===== config.mk =====
export PLATFORM = sky130hd
export DESIGN_NAME = acd_front
export DESIGN_NICKNAME = d
export VERILOG_FILES = /design/src/rtl/acd_pkg.sv /design/src/rtl/acd_front.sv
export VERILOG_INCLUDE_DIRS = /design/src /design/src/rtl
export SDC_FILE = /design/constraint.sdc
export NUM_CORES = 1
export LEC_CHECK = 0
export ABC_AREA = 1
export CAP_MARGIN = 20
export CORE_UTILIZATION = 63
export DETAILED_ROUTE_END_ITERATION = 16
export DONT_BUFFER_PORTS = 1
export PLACE_DENSITY = 0.82
export SYNTH_ARGS = -nofsm -noshare
export SYNTH_HDL_FRONTEND = slang
export SYNTH_SLANG_ARGS = --single-unit

===== constraint.sdc =====
create_clock -name clk -period 19.76 [get_ports clk]
set_input_delay 3.952 -clock clk [delete_from_list [all_inputs] [get_ports clk]]
set_output_delay 3.952 -clock clk [all_outputs]
set_load 0.03 [all_outputs]

===== src/rtl/assert_macros.svh =====
// Assertion helpers shared by the modules that check themselves
`ifndef ASSERT_MACROS_SVH
`define ASSERT_MACROS_SVH

// Implication checked on every rising clock edge outside reset
`define ACD_ASSERT_IMP(label, clk, rst_n, ante, cons, msg) \
  label: assert property (@(posedge clk) disable iff (!rst_n) (ante) |-> (cons)) \
    else $error(msg);

// Next-cycle implication checked outside reset
`define ACD_ASSERT_NXT(label, clk, rst_n, ante, cons, msg) \
  label: assert property (@(posedge clk) disable iff (!rst_n) (ante) |=> (cons)) \
    else $error(msg);

`endif


===== src/rtl/acd_pkg.sv =====
// ----------------------------------------------------------------------------
// acd_pkg
// Types, constants and functions shared by the AES-CBC decryptor modules.
// ----------------------------------------------------------------------------
package acd_pkg;

  localparam int unsigned BlockBytes = 16;
  localparam int unsigned RkDepth    = 30;
  localparam int unsigned RkAw       = 5;
  localparam int unsigned QDepth     = 2;

  typedef enum logic [1:0] {
    ST_OK     = 2'd0,
    ST_BADPAD = 2'd1,
    ST_NOCT   = 2'd2
  } status_t;

  typedef enum logic [2:0] {
    CFG_KEY_SIZE = 3'd0,
    CFG_KEY_W0   = 3'd1,
    CFG_KEY_W1   = 3'd2,
    CFG_KEY_W2   = 3'd3,
    CFG_KEY_W3   = 3'd4
  } cfg_idx_t;

  // Classified request handed from the front part to the back part
  typedef struct packed {
    logic [127:0] ct;
    logic [127:0] iv;
    logic         last;
    logic         noct;
  } job_t;

  // Key schedule status between key expander and core
  typedef struct packed {
    logic       busy;
    logic [3:0] nr;
  } ks_stat_t;

  function automatic logic [7:0] sbox(input logic [7:0] a);
    logic [7:0] t [256];
    t = '{
    8'h63,8'h7c,8'h77,8'h7b,8'hf2,8'h6b,8'h6f,8'hc5,8'h30,8'h01,8'h67,8'h2b,8'hfe,8'hd7,8'hab,8'h76,
    8'hca,8'h82,8'hc9,8'h7d,8'hfa,8'h59,8'h47,8'hf0,8'had,8'hd4,8'ha2,8'haf,8'h9c,8'ha4,8'h72,8'hc0,
    8'hb7,8'hfd,8'h93,8'h26,8'h36,8'h3f,8'hf7,8'hcc,8'h34,8'ha5,8'he5,8'hf1,8'h71,8'hd8,8'h31,8'h15,
    8'h04,8'hc7,8'h23,8'hc3,8'h18,8'h96,8'h05,8'h9a,8'h07,8'h12,8'h80,8'he2,8'heb,8'h27,8'hb2,8'h75,
    8'h09,8'h83,8'h2c,8'h1a,8'h1b,8'h6e,8'h5a,8'ha0,8'h52,8'h3b,8'hd6,8'hb3,8'h29,8'he3,8'h2f,8'h84,
    8'h53,8'hd1,8'h00,8'hed,8'h20,8'hfc,8'hb1,8'h5b,8'h6a,8'hcb,8'hbe,8'h39,8'h4a,8'h4c,8'h58,8'hcf,
    8'hd0,8'hef,8'haa,8'hfb,8'h43,8'h4d,8'h33,8'h85,8'h45,8'hf9,8'h02,8'h7f,8'h50,8'h3c,8'h9f,8'ha8,
    8'h51,8'ha3,8'h40,8'h8f,8'h92,8'h9d,8'h38,8'hf5,8'hbc,8'hb6,8'hda,8'h21,8'h10,8'hff,8'hf3,8'hd2,
    8'hcd,8'h0c,8'h13,8'hec,8'h5f,8'h97,8'h44,8'h17,8'hc4,8'ha7,8'h7e,8'h3d,8'h64,8'h5d,8'h19,8'h73,
    8'h60,8'h81,8'h4f,8'hdc,8'h22,8'h2a,8'h90,8'h88,8'h46,8'hee,8'hb8,8'h14,8'hde,8'h5e,8'h0b,8'hdb,
    8'he0,8'h32,8'h3a,8'h0a,8'h49,8'h06,8'h24,8'h5c,8'hc2,8'hd3,8'hac,8'h62,8'h91,8'h95,8'he4,8'h79,
    8'he7,8'hc8,8'h37,8'h6d,8'h8d,8'hd5,8'h4e,8'ha9,8'h6c,8'h56,8'hf4,8'hea,8'h65,8'h7a,8'hae,8'h08,
    8'hba,8'h78,8'h25,8'h2e,8'h1c,8'ha6,8'hb4,8'hc6,8'he8,8'hdd,8'h74,8'h1f,8'h4b,8'hbd,8'h8b,8'h8a,
    8'h70,8'h3e,8'hb5,8'h66,8'h48,8'h03,8'hf6,8'h0e,8'h61,8'h35,8'h57,8'hb9,8'h86,8'hc1,8'h1d,8'h9e,
    8'he1,8'hf8,8'h98,8'h11,8'h69,8'hd9,8'h8e,8'h94,8'h9b,8'h1e,8'h87,8'he9,8'hce,8'h55,8'h28,8'hdf,
    8'h8c,8'ha1,8'h89,8'h0d,8'hbf,8'he6,8'h42,8'h68,8'h41,8'h99,8'h2d,8'h0f,8'hb0,8'h54,8'hbb,8'h16};
    return t[a];
  endfunction

  function automatic logic [7:0] inv_sbox(input logic [7:0] a);
    logic [7:0] t [256];
    t = '{
    8'h52,8'h09,8'h6a,8'hd5,8'h30,8'h36,8'ha5,8'h38,8'hbf,8'h40,8'ha3,8'h9e,8'h81,8'hf3,8'hd7,8'hfb,
    8'h7c,8'he3,8'h39,8'h82,8'h9b,8'h2f,8'hff,8'h87,8'h34,8'h8e,8'h43,8'h44,8'hc4,8'hde,8'he9,8'hcb,
    8'h54,8'h7b,8'h94,8'h32,8'ha6,8'hc2,8'h23,8'h3d,8'hee,8'h4c,8'h95,8'h0b,8'h42,8'hfa,8'hc3,8'h4e,
    8'h08,8'h2e,8'ha1,8'h66,8'h28,8'hd9,8'h24,8'hb2,8'h76,8'h5b,8'ha2,8'h49,8'h6d,8'h8b,8'hd1,8'h25,
    8'h72,8'hf8,8'hf6,8'h64,8'h86,8'h68,8'h98,8'h16,8'hd4,8'ha4,8'h5c,8'hcc,8'h5d,8'h65,8'hb6,8'h92,
    8'h6c,8'h70,8'h48,8'h50,8'hfd,8'hed,8'hb9,8'hda,8'h5e,8'h15,8'h46,8'h57,8'ha7,8'h8d,8'h9d,8'h84,
    8'h90,8'hd8,8'hab,8'h00,8'h8c,8'hbc,8'hd3,8'h0a,8'hf7,8'he4,8'h58,8'h05,8'hb8,8'hb3,8'h45,8'h06,
    8'hd0,8'h2c,8'h1e,8'h8f,8'hca,8'h3f,8'h0f,8'h02,8'hc1,8'haf,8'hbd,8'h03,8'h01,8'h13,8'h8a,8'h6b,
    8'h3a,8'h91,8'h11,8'h41,8'h4f,8'h67,8'hdc,8'hea,8'h97,8'hf2,8'hcf,8'hce,8'hf0,8'hb4,8'he6,8'h73,
    8'h96,8'hac,8'h74,8'h22,8'he7,8'had,8'h35,8'h85,8'he2,8'hf9,8'h37,8'he8,8'h1c,8'h75,8'hdf,8'h6e,
    8'h47,8'hf1,8'h1a,8'h71,8'h1d,8'h29,8'hc5,8'h89,8'h6f,8'hb7,8'h62,8'h0e,8'haa,8'h18,8'hbe,8'h1b,
    8'hfc,8'h56,8'h3e,8'h4b,8'hc6,8'hd2,8'h79,8'h20,8'h9a,8'hdb,8'hc0,8'hfe,8'h78,8'hcd,8'h5a,8'hf4,
    8'h1f,8'hdd,8'ha8,8'h33,8'h88,8'h07,8'hc7,8'h31,8'hb1,8'h12,8'h10,8'h59,8'h27,8'h80,8'hec,8'h5f,
    8'h60,8'h51,8'h7f,8'ha9,8'h19,8'hb5,8'h4a,8'h0d,8'h2d,8'he5,8'h7a,8'h9f,8'h93,8'hc9,8'h9c,8'hef,
    8'ha0,8'he0,8'h3b,8'h4d,8'hae,8'h2a,8'hf5,8'hb0,8'hc8,8'heb,8'hbb,8'h3c,8'h83,8'h53,8'h99,8'h61,
    8'h17,8'h2b,8'h04,8'h7e,8'hba,8'h77,8'hd6,8'h26,8'he1,8'h69,8'h14,8'h63,8'h55,8'h21,8'h0c,8'h7d};
    return t[a];
  endfunction

  function automatic logic [7:0] xt(input logic [7:0] a);
    return {a[6:0], 1'b0} ^ (a[7] ? 8'h1b : 8'h00);
  endfunction

  function automatic logic [31:0] sub_word(input logic [31:0] w);
    return {sbox(w[31:24]), sbox(w[23:16]), sbox(w[15:8]), sbox(w[7:0])};
  endfunction

  // Inverse MixColumns of one column, a0 in the top byte
  function automatic logic [31:0] inv_mix_col(input logic [31:0] c);
    logic [7:0] a [4];
    logic [7:0] x2 [4];
    logic [7:0] x4 [4];
    logic [7:0] x8 [4];
    logic [7:0] m9 [4];
    logic [7:0] mb [4];
    logic [7:0] md [4];
    logic [7:0] me [4];
    for (int i = 0; i < 4; i++) begin
      a[i]  = c[31-8*i -: 8];
      x2[i] = xt(a[i]);
      x4[i] = xt(x2[i]);
      x8[i] = xt(x4[i]);
      m9[i] = x8[i] ^ a[i];
      mb[i] = x8[i] ^ x2[i] ^ a[i];
      md[i] = x8[i] ^ x4[i] ^ a[i];
      me[i] = x8[i] ^ x4[i] ^ x2[i];
    end
    return {me[0] ^ mb[1] ^ md[2] ^ m9[3],
            m9[0] ^ me[1] ^ mb[2] ^ md[3],
            md[0] ^ m9[1] ^ me[2] ^ mb[3],
            mb[0] ^ md[1] ^ m9[2] ^ me[3]};
  endfunction

  // Inverse ShiftRows then inverse SubBytes; byte j of the state at [127-8j]
  function automatic logic [127:0] inv_shift_sub(input logic [127:0] s);
    logic [127:0] t;
    t = '0;
    for (int c = 0; c < 4; c++) begin
      for (int r = 0; r < 4; r++) begin
        t[127-8*(r+4*((c+r)%4)) -: 8] = inv_sbox(s[127-8*(r+4*c) -: 8]);
      end
    end
    return t;
  endfunction

  function automatic logic [127:0] inv_mix(input logic [127:0] s);
    return {inv_mix_col(s[127:96]), inv_mix_col(s[95:64]),
            inv_mix_col(s[63:32]), inv_mix_col(s[31:0])};
  endfunction

endpackage


===== src/rtl/acd_front.sv =====
// ----------------------------------------------------------------------------
// acd_front
// Accepts input blocks, tracks IV and chaining, and queues decryption jobs.
// ----------------------------------------------------------------------------
`include "assert_macros.svh"
module acd_front
  import acd_pkg::*;
(
  input  logic        clk,
  input  logic        rst_n,
  input  logic        in_valid,
  output logic        in_ready,
  input  logic [63:0] in_block_high,
  input  logic [63:0] in_block_low,
  input  logic        in_block_last,
  output logic        q_valid,
  input  logic        q_pop,
  output job_t        q_head
);

  job_t        q_r [QDepth];
  logic [1:0]  cnt_r;
  logic        rd_r;
  logic        wr_r;
  logic        await_r;
  logic [127:0] chain_r;
  logic        acc;
  logic        push;
  job_t        job;

  assign in_ready = (cnt_r != 2'd2);
  assign acc      = in_valid && in_ready;
  assign push     = acc && (!await_r || in_block_last);
  assign job.ct   = {in_block_high, in_block_low};
  assign job.iv   = chain_r;
  assign job.last = in_block_last;
  assign job.noct = await_r;
  assign q_valid  = (cnt_r != 2'd0);
  assign q_head   = q_r[rd_r];

  // Track IV state and chaining block
  always_ff @(posedge clk) begin
    if (!rst_n) begin
      await_r <= 1'b1;
      chain_r <= '0;
    end else if (acc) begin
      chain_r <= {in_block_high, in_block_low};
      await_r <= in_block_last;
    end
  end

  // Job queue
  always_ff @(posedge clk) begin
    if (!rst_n) begin
      cnt_r <= '0;
      rd_r  <= 1'b0;
      wr_r  <= 1'b0;
    end else begin
      if (push) begin
        q_r[wr_r] <= job;
        wr_r <= ~wr_r;
      end
      if (q_pop) rd_r <= ~rd_r;
      cnt_r <= cnt_r + {1'b0, push} - {1'b0, q_pop};
    end
  end

  `ACD_ASSERT_IMP(a_no_overflow, clk, rst_n, push, cnt_r != 2'd2 || q_pop,
                  "job queue overflow")
  `ACD_ASSERT_IMP(a_no_underflow, clk, rst_n, q_pop, cnt_r != 2'd0,
                  "job queue underflow")

endmodule


==> results.cfg, run 1 <==
[critical_path]
ff2ff_path_depth = 6
path_cells = buf_4 > buf_4 > mux2_1
cp_num_cells = 3
crit_required_ns = 15.81
critPathKind = reg2out
path_delay_family = buffers and inverters
r2r_end = q_r[0][43]
start_kind = flip-flop
cp_slowest_stage_delay_ns = 0.85
crit_path_end_kind = output pin
critPathSlowestCell = buf_4
cp_common_cell = buf_4
critical_path_buf_inv_count = 2
endpoint = q_head[57]
r2r_setup_slack_ns = 15.48
crit_fanout = 74
timing.rr.start = cnt_r[0]
critPathArrivalTime_ns = 3.65

[grt]
grt_max_degree = 261
grt_pass1_wl_um = 71300
antenna_found_initial = 0
grt-ovfl-total = 0
grt_use_total = 0.230
grt_pass1_vias = 12515

[clock_tree]
clk_pin_slew_worst_paths_ns = 0.06
clockRootBuffer = clkbuf_16
cts_setup_buffers = 0
cts_max_level = 2
ctsResizeCount = 0
clockBufferDepth = 3
cts.sinks = 650
cts_tree = yes
holdBufCountCts = 0
cts-buffers-inserted = 59
insertion_delay_ns = 0.60

[cells_and_area]
syn_to_final_growth_pct = 8.15
fillers = 2464
layout_common_cells = edfxtp_1, mux2_2, nand2_1
drive_above_1_share = 0.207
final_common_cell = edfxtp_1
nets = 1788
antennaDiodeCount = 0
stdcell_count = 2221

[yosys]
synthXorXnorAreaFrac = 0.000354
synth.distinct_cells = 20
synth_top_family_by_area = multiplexers
ys_seq_area_frac = 0.734
syn-instance-count = 1684
synth_seq_cells = 650
syn_area_sq_mm = 0.0248
synthMuxAreaShare = 0.120
synth_compound_area_frac = 0.0261
synthAdderAreaFrac = 0.00101
ys_warn_count = 0
syn_nets = 1819
synthSimpleGateAreaFrac = 0.0685
syn-mean-instance-area_sq_um = 14.7

[routing]
routedWlPerCell_um = 21.1
ant_nets = 0
viasPerCell = 5.70
vias = 12667
detail_route.iter0.violations = 792
routed_wl_um = 46900
first_pass_iters = 5
drc = 0

[die]
die_w_um = 200
rows = 72
coreArea_sq_mm = 0.0387
initial_core_util = 0.639
io_pins = 393
die_h_um = 200
dieArea_sq_mm = 0.0401

[power_and_ir_drop]
peakVddDrop_mv = 0.0921
switching_share = 0.244
combPwrFrac = 0.108
p_sw_mw = 0.750
p_leak_nw = 9.80
power_frac_seq = 0.523
clockPowerShare = 0.370
intPower_mw = 2.32
pwr_density_cell_mw_per_mm2 = 115

[sta]
grt_setup_unrepaired = false
finalSetupTns_ns = 0
finalHoldViolations = 0
post-route-period-util = 0.385
setup_viol = 0
clock_skew_ns = 0.0231
min_period_ns = 7.61
worst_slew_pin_slew_ns = 1.17
fmax_mhz = 131
slew_headroom = 0.219
drv_slew = 0

[run_status]
status = complete, no violations

[flow_run]
cap_violations = 0

[placement]
io_buffers = 0
placed_cells = 2110
hpwl_um = 27000
gp_congestion = 0.805

[hold_path]
min_path_type = reg2reg
[metrics by stage]
stage                     power [mW]  hold WS [ns]  instance area [sq um]  worst slack [ns]  utilization
after floorplan                 1.94         0.426                  24800              3.78            -
after global placement          1.95         0.431                  24800             12.46        0.640
after detailed placement        1.96         0.439                  24800             12.43        0.640
after CTS                       3.09         0.452                  26800             12.01        0.691
after global routing            3.17         0.462                  26800             11.92        0.691
final                           3.07         0.446                  26800             12.15        0.691
[synthesized netlist by cell type (all sizes together)]
| cell type | count | area (sq um) |
|---|---|---|
| dfxtp | 134 | 2680 |
| inv | 137 | 514 |
| xnor2 | 1 | 8.76 |
| ha | 2 | 25.0 |
| edfxtp | 516 | 15500 |
| nand3 | 132 | 661 |
| nand2 | 139 | 524 |
| buf | 86 | 656 |
| nand4 | 1 | 6.26 |
| nor2 | 133 | 499 |
| mux2 | 258 | 2980 |
| or2 | 1 | 6.26 |
| clkbuf | 15 | 56.3 |
| a21oi | 129 | 646 |
[power groups by stage]
| stage | clock, mW | sequential (mW) | combinational (mW) |
|---|---|---|---|
| 2_1_floorplan | 0 | 1.63 | 0.315 |
| 3_3_place_gp | 0 | 1.63 | 0.324 |
| 3_5_place_dp | 0 | 1.63 | 0.330 |
| 4_1_cts | 1.15 | 1.60 | 0.333 |
| 5_1_grt | 1.20 | 1.61 | 0.354 |
| 6_report | 1.14 | 1.60 | 0.331 |
[layer usage]
layer  vias to the layer above  routed length, um  GRT usage
li1                       5894                  -          -
met1                      6134              18100      0.289
met2                       564              22800      0.375
met3                        75               4780     0.0771
met4                         0               1280     0.0802
met5                         -                  0          0
[flip-flops by register name (all words and copies together) (netlist names), named ones only]
| name | count |
|---|---|
| wr_r | 1 |
| await_r | 1 |
| q_r | 516 |
| chain_r | 128 |
| rd_r | 1 |
| cnt_r | 2 |
[cell type report]
class	count	area, sq um	area share
well taps	518	648	0.0242
clock inverters	27	287	0.0107
repair buffers	9	80.1	0.00299
multi-input cells	796	5380	0.201
inverters	137	522	0.0195
clock buffers	84	1680	0.0628
flip-flops and latches	650	18200	0.679
[worst min path at each step]
stage / from / slack, ns / cells past startpoint / endpoint
after floorplan: chain_r[98] / 0.43 / 0 / q_r[0][100]
after global placement: chain_r[26] / 0.43 / 0 / q_r[0][28]
final: chain_r[38] / 0.45 / 0 / q_r[1][40]
after global routing: chain_r[64] / 0.46 / 0 / q_r[1][66]
after CTS: chain_r[38] / 0.45 / 0 / q_r[1][40]
after detailed placement: chain_r[70] / 0.44 / 0 / q_r[0][72]
[kinds of logic after synthesis]
family,after synthesis
DFF,650
and+or+nand+nor,406
muxes,258
buffers and inverters,238
AOI/OAI and AO/OA,129
adders and majority gates,2
xor gates and xnor gates,1
No activity file was read; power rests on OpenSTA's default activity.
==> run 2, diff against run 1 <==
--- a/config.mk
+++ b/config.mk
@@ -8,10 +8,10 @@
 export LEC_CHECK = 0
 export ABC_AREA = 1
 export CAP_MARGIN = 20
-export CORE_UTILIZATION = 63
+export CORE_UTILIZATION = 57
 export DETAILED_ROUTE_END_ITERATION = 16
 export DONT_BUFFER_PORTS = 1
-export PLACE_DENSITY = 0.82
+export PLACE_DENSITY = 0.78
 export SYNTH_ARGS = -nofsm -noshare
 export SYNTH_HDL_FRONTEND = slang
 export SYNTH_SLANG_ARGS = --single-unit
==> constraint.sdc (replaced) <==
create_clock -name clk -period 6.6 [get_ports clk]
set_input_delay 1.32 -clock clk [delete_from_list [all_inputs] [get_ports clk]]
set_output_delay 1.32 -clock clk [all_outputs]
set_load 0.03 [all_outputs]
==> results.cfg, run 2 (synthesis results as in run 1) <==
[routing]
viasPerCell = 5.52
routed_wl_um = 48200
ant_nets = 0
first_pass_iters = 7
drc = 0
wl_met1_um = 18600
routedWlPerCell_um = 21.1
dr_wl_met2_um = 23200
vias = 12620
route.met3.wl_um = 5010
detail_route.iter0.violations = 776
top_layer = met4

[sta]
worst_slew_pin_slew_ns = 1.05
finalHoldViolations = 0
slew_headroom = 0.297
post-route-period-util = 0.626
finalSetupTns_ns = 0
grt_setup_unrepaired = false
fin_hold_ws_ns = 0.439
min_period_ns = 4.13
clock_skew_ns = 0.0256
drv_slew = 0
fmax_mhz = 242
setup_viol = 0

[hold_path]
min_path_type = reg2reg

[grt]
grt_pass1_vias = 12627
antenna_found_initial = 0
grt-ovfl-total = 0
grt_max_degree = 261
grt_pass1_wl_um = 71900
grt_use_total = 0.212

[clock_tree]
cts_setup_buffers = 0
cts.sinks = 650
ctsResizeCount = 0
clockRootBuffer = clkbuf_16
cts_tree = yes
clockBufferDepth = 3
clk_pin_slew_worst_paths_ns = 0.06
insertion_delay_ns = 0.61
cts_max_level = 2
cts-buffers-inserted = 61
holdBufCountCts = 0

[placement]
place_area_sq_mm = 0.0249
io_buffers = 0
gp_congestion = 0.853
hpwl_um = 28900

[run_status]
status = complete, no violations

[die]
initial_core_util = 0.584
die_w_um = 210
dieArea_sq_mm = 0.0443
rows = 75
io_pins = 393
coreArea_sq_mm = 0.0424
die_h_um = 210

[power_and_ir_drop]
peakVddDrop_mv = 0.304
p_leak_nw = 9.83
pwr_density_cell_mw_per_mm2 = 343

[cells_and_area]
syn_to_final_growth_pct = 8.84
largest_reg_flops = 516
nets = 1792
reg.largest.list = q_r x516, chain_r x128, cnt_r x2
layout_common_cells = edfxtp_1, mux2_2, nand2_1
drive_above_1_share = 0.207
final_cell_area_sq_mm = 0.0269
final_common_cell = edfxtp_1
antennaDiodeCount = 0
regMostFlops = q_r
fillers = 3009

[critical_path]
crit_path_end_kind = output pin
critPathArrivalTime_ns = 2.81
crit_required_ns = 5.28
start_kind = flip-flop
crit_fanout = 128
critPathKind = reg2out

[flow_run]
cap_violations = 0
[run 2: cell count changes in the layout (fill, tap and decap cells not counted)]
cell / delta
buf_12: +3
buf_16: +1
buf_4: -2
bufinv_16: -1
clkbuf_1: +1
clkbuf_16: +3
clkbuf_8: -1
clkinv_1: +3
clkinv_8: -1
clkinvlp_4: +1
inv_8: -1
[run 2: layout make-up]
| class | count | area (sq um) | share of cell area |
|---|---|---|---|
| flip-flops and latches | 650 | 18200 | 0.675 |
| multi-input cells | 796 | 5380 | 0.200 |
| clock buffers | 87 | 1750 | 0.0648 |
| well taps | 577 | 722 | 0.0268 |
| inverters | 137 | 518 | 0.0192 |
| clock inverters | 28 | 251 | 0.00933 |
| repair buffers | 11 | 153 | 0.00566 |
[run 2: final timing paths]
kind / startpoint / to / slack [ns] / depth (start not counted)
worst min-delay path: chain_r[102] / q_r[0][104] / 0.44 / 0
worst max register to register: cnt_r[1] / q_r[0][230] / 3.50 / 4
worst min register to register: chain_r[102] / q_r[0][104] / 0.44 / 0
worst max-delay path: flip-flop / q_head[98] / 2.47 / 2
[run 2: layer usage]
layer / up-vias / track usage
li1: 5893 / -
met1: 6093 / 0.264
met2: 543 / 0.340
met3: 91 / 0.0775
met4: 0 / 0.0805
met5: - / 0
[run 2: critical path: stages, from the launching register on]
cell     delay (ns)
dfxtp_4        0.87
buf_12         0.46
mux2_2         0.51
[run 2: power breakdown]
part	total, mW	internal, mW	switching (mW)
Combinational	0.992	0.295	0.697
Clock	3.43	1.99	1.44
Sequential	4.81	4.69	0.120
Total	9.23	6.98	2.25
[run 2: stage by stage]
step | util | total power, mW | std cells | setup slack (ns)
2_1_floorplan | - | 5.80 | 1684 | 0.425
3_3_place_gp | 0.588 | 5.84 | 2170 | 3.11
3_5_place_dp | 0.588 | 5.88 | 2170 | 3.13
4_1_cts | 0.635 | 9.30 | 2285 | 2.46
5_1_grt | 0.635 | 9.53 | 2286 | 2.39
6_report | 0.635 | 9.23 | 2286 | 2.47
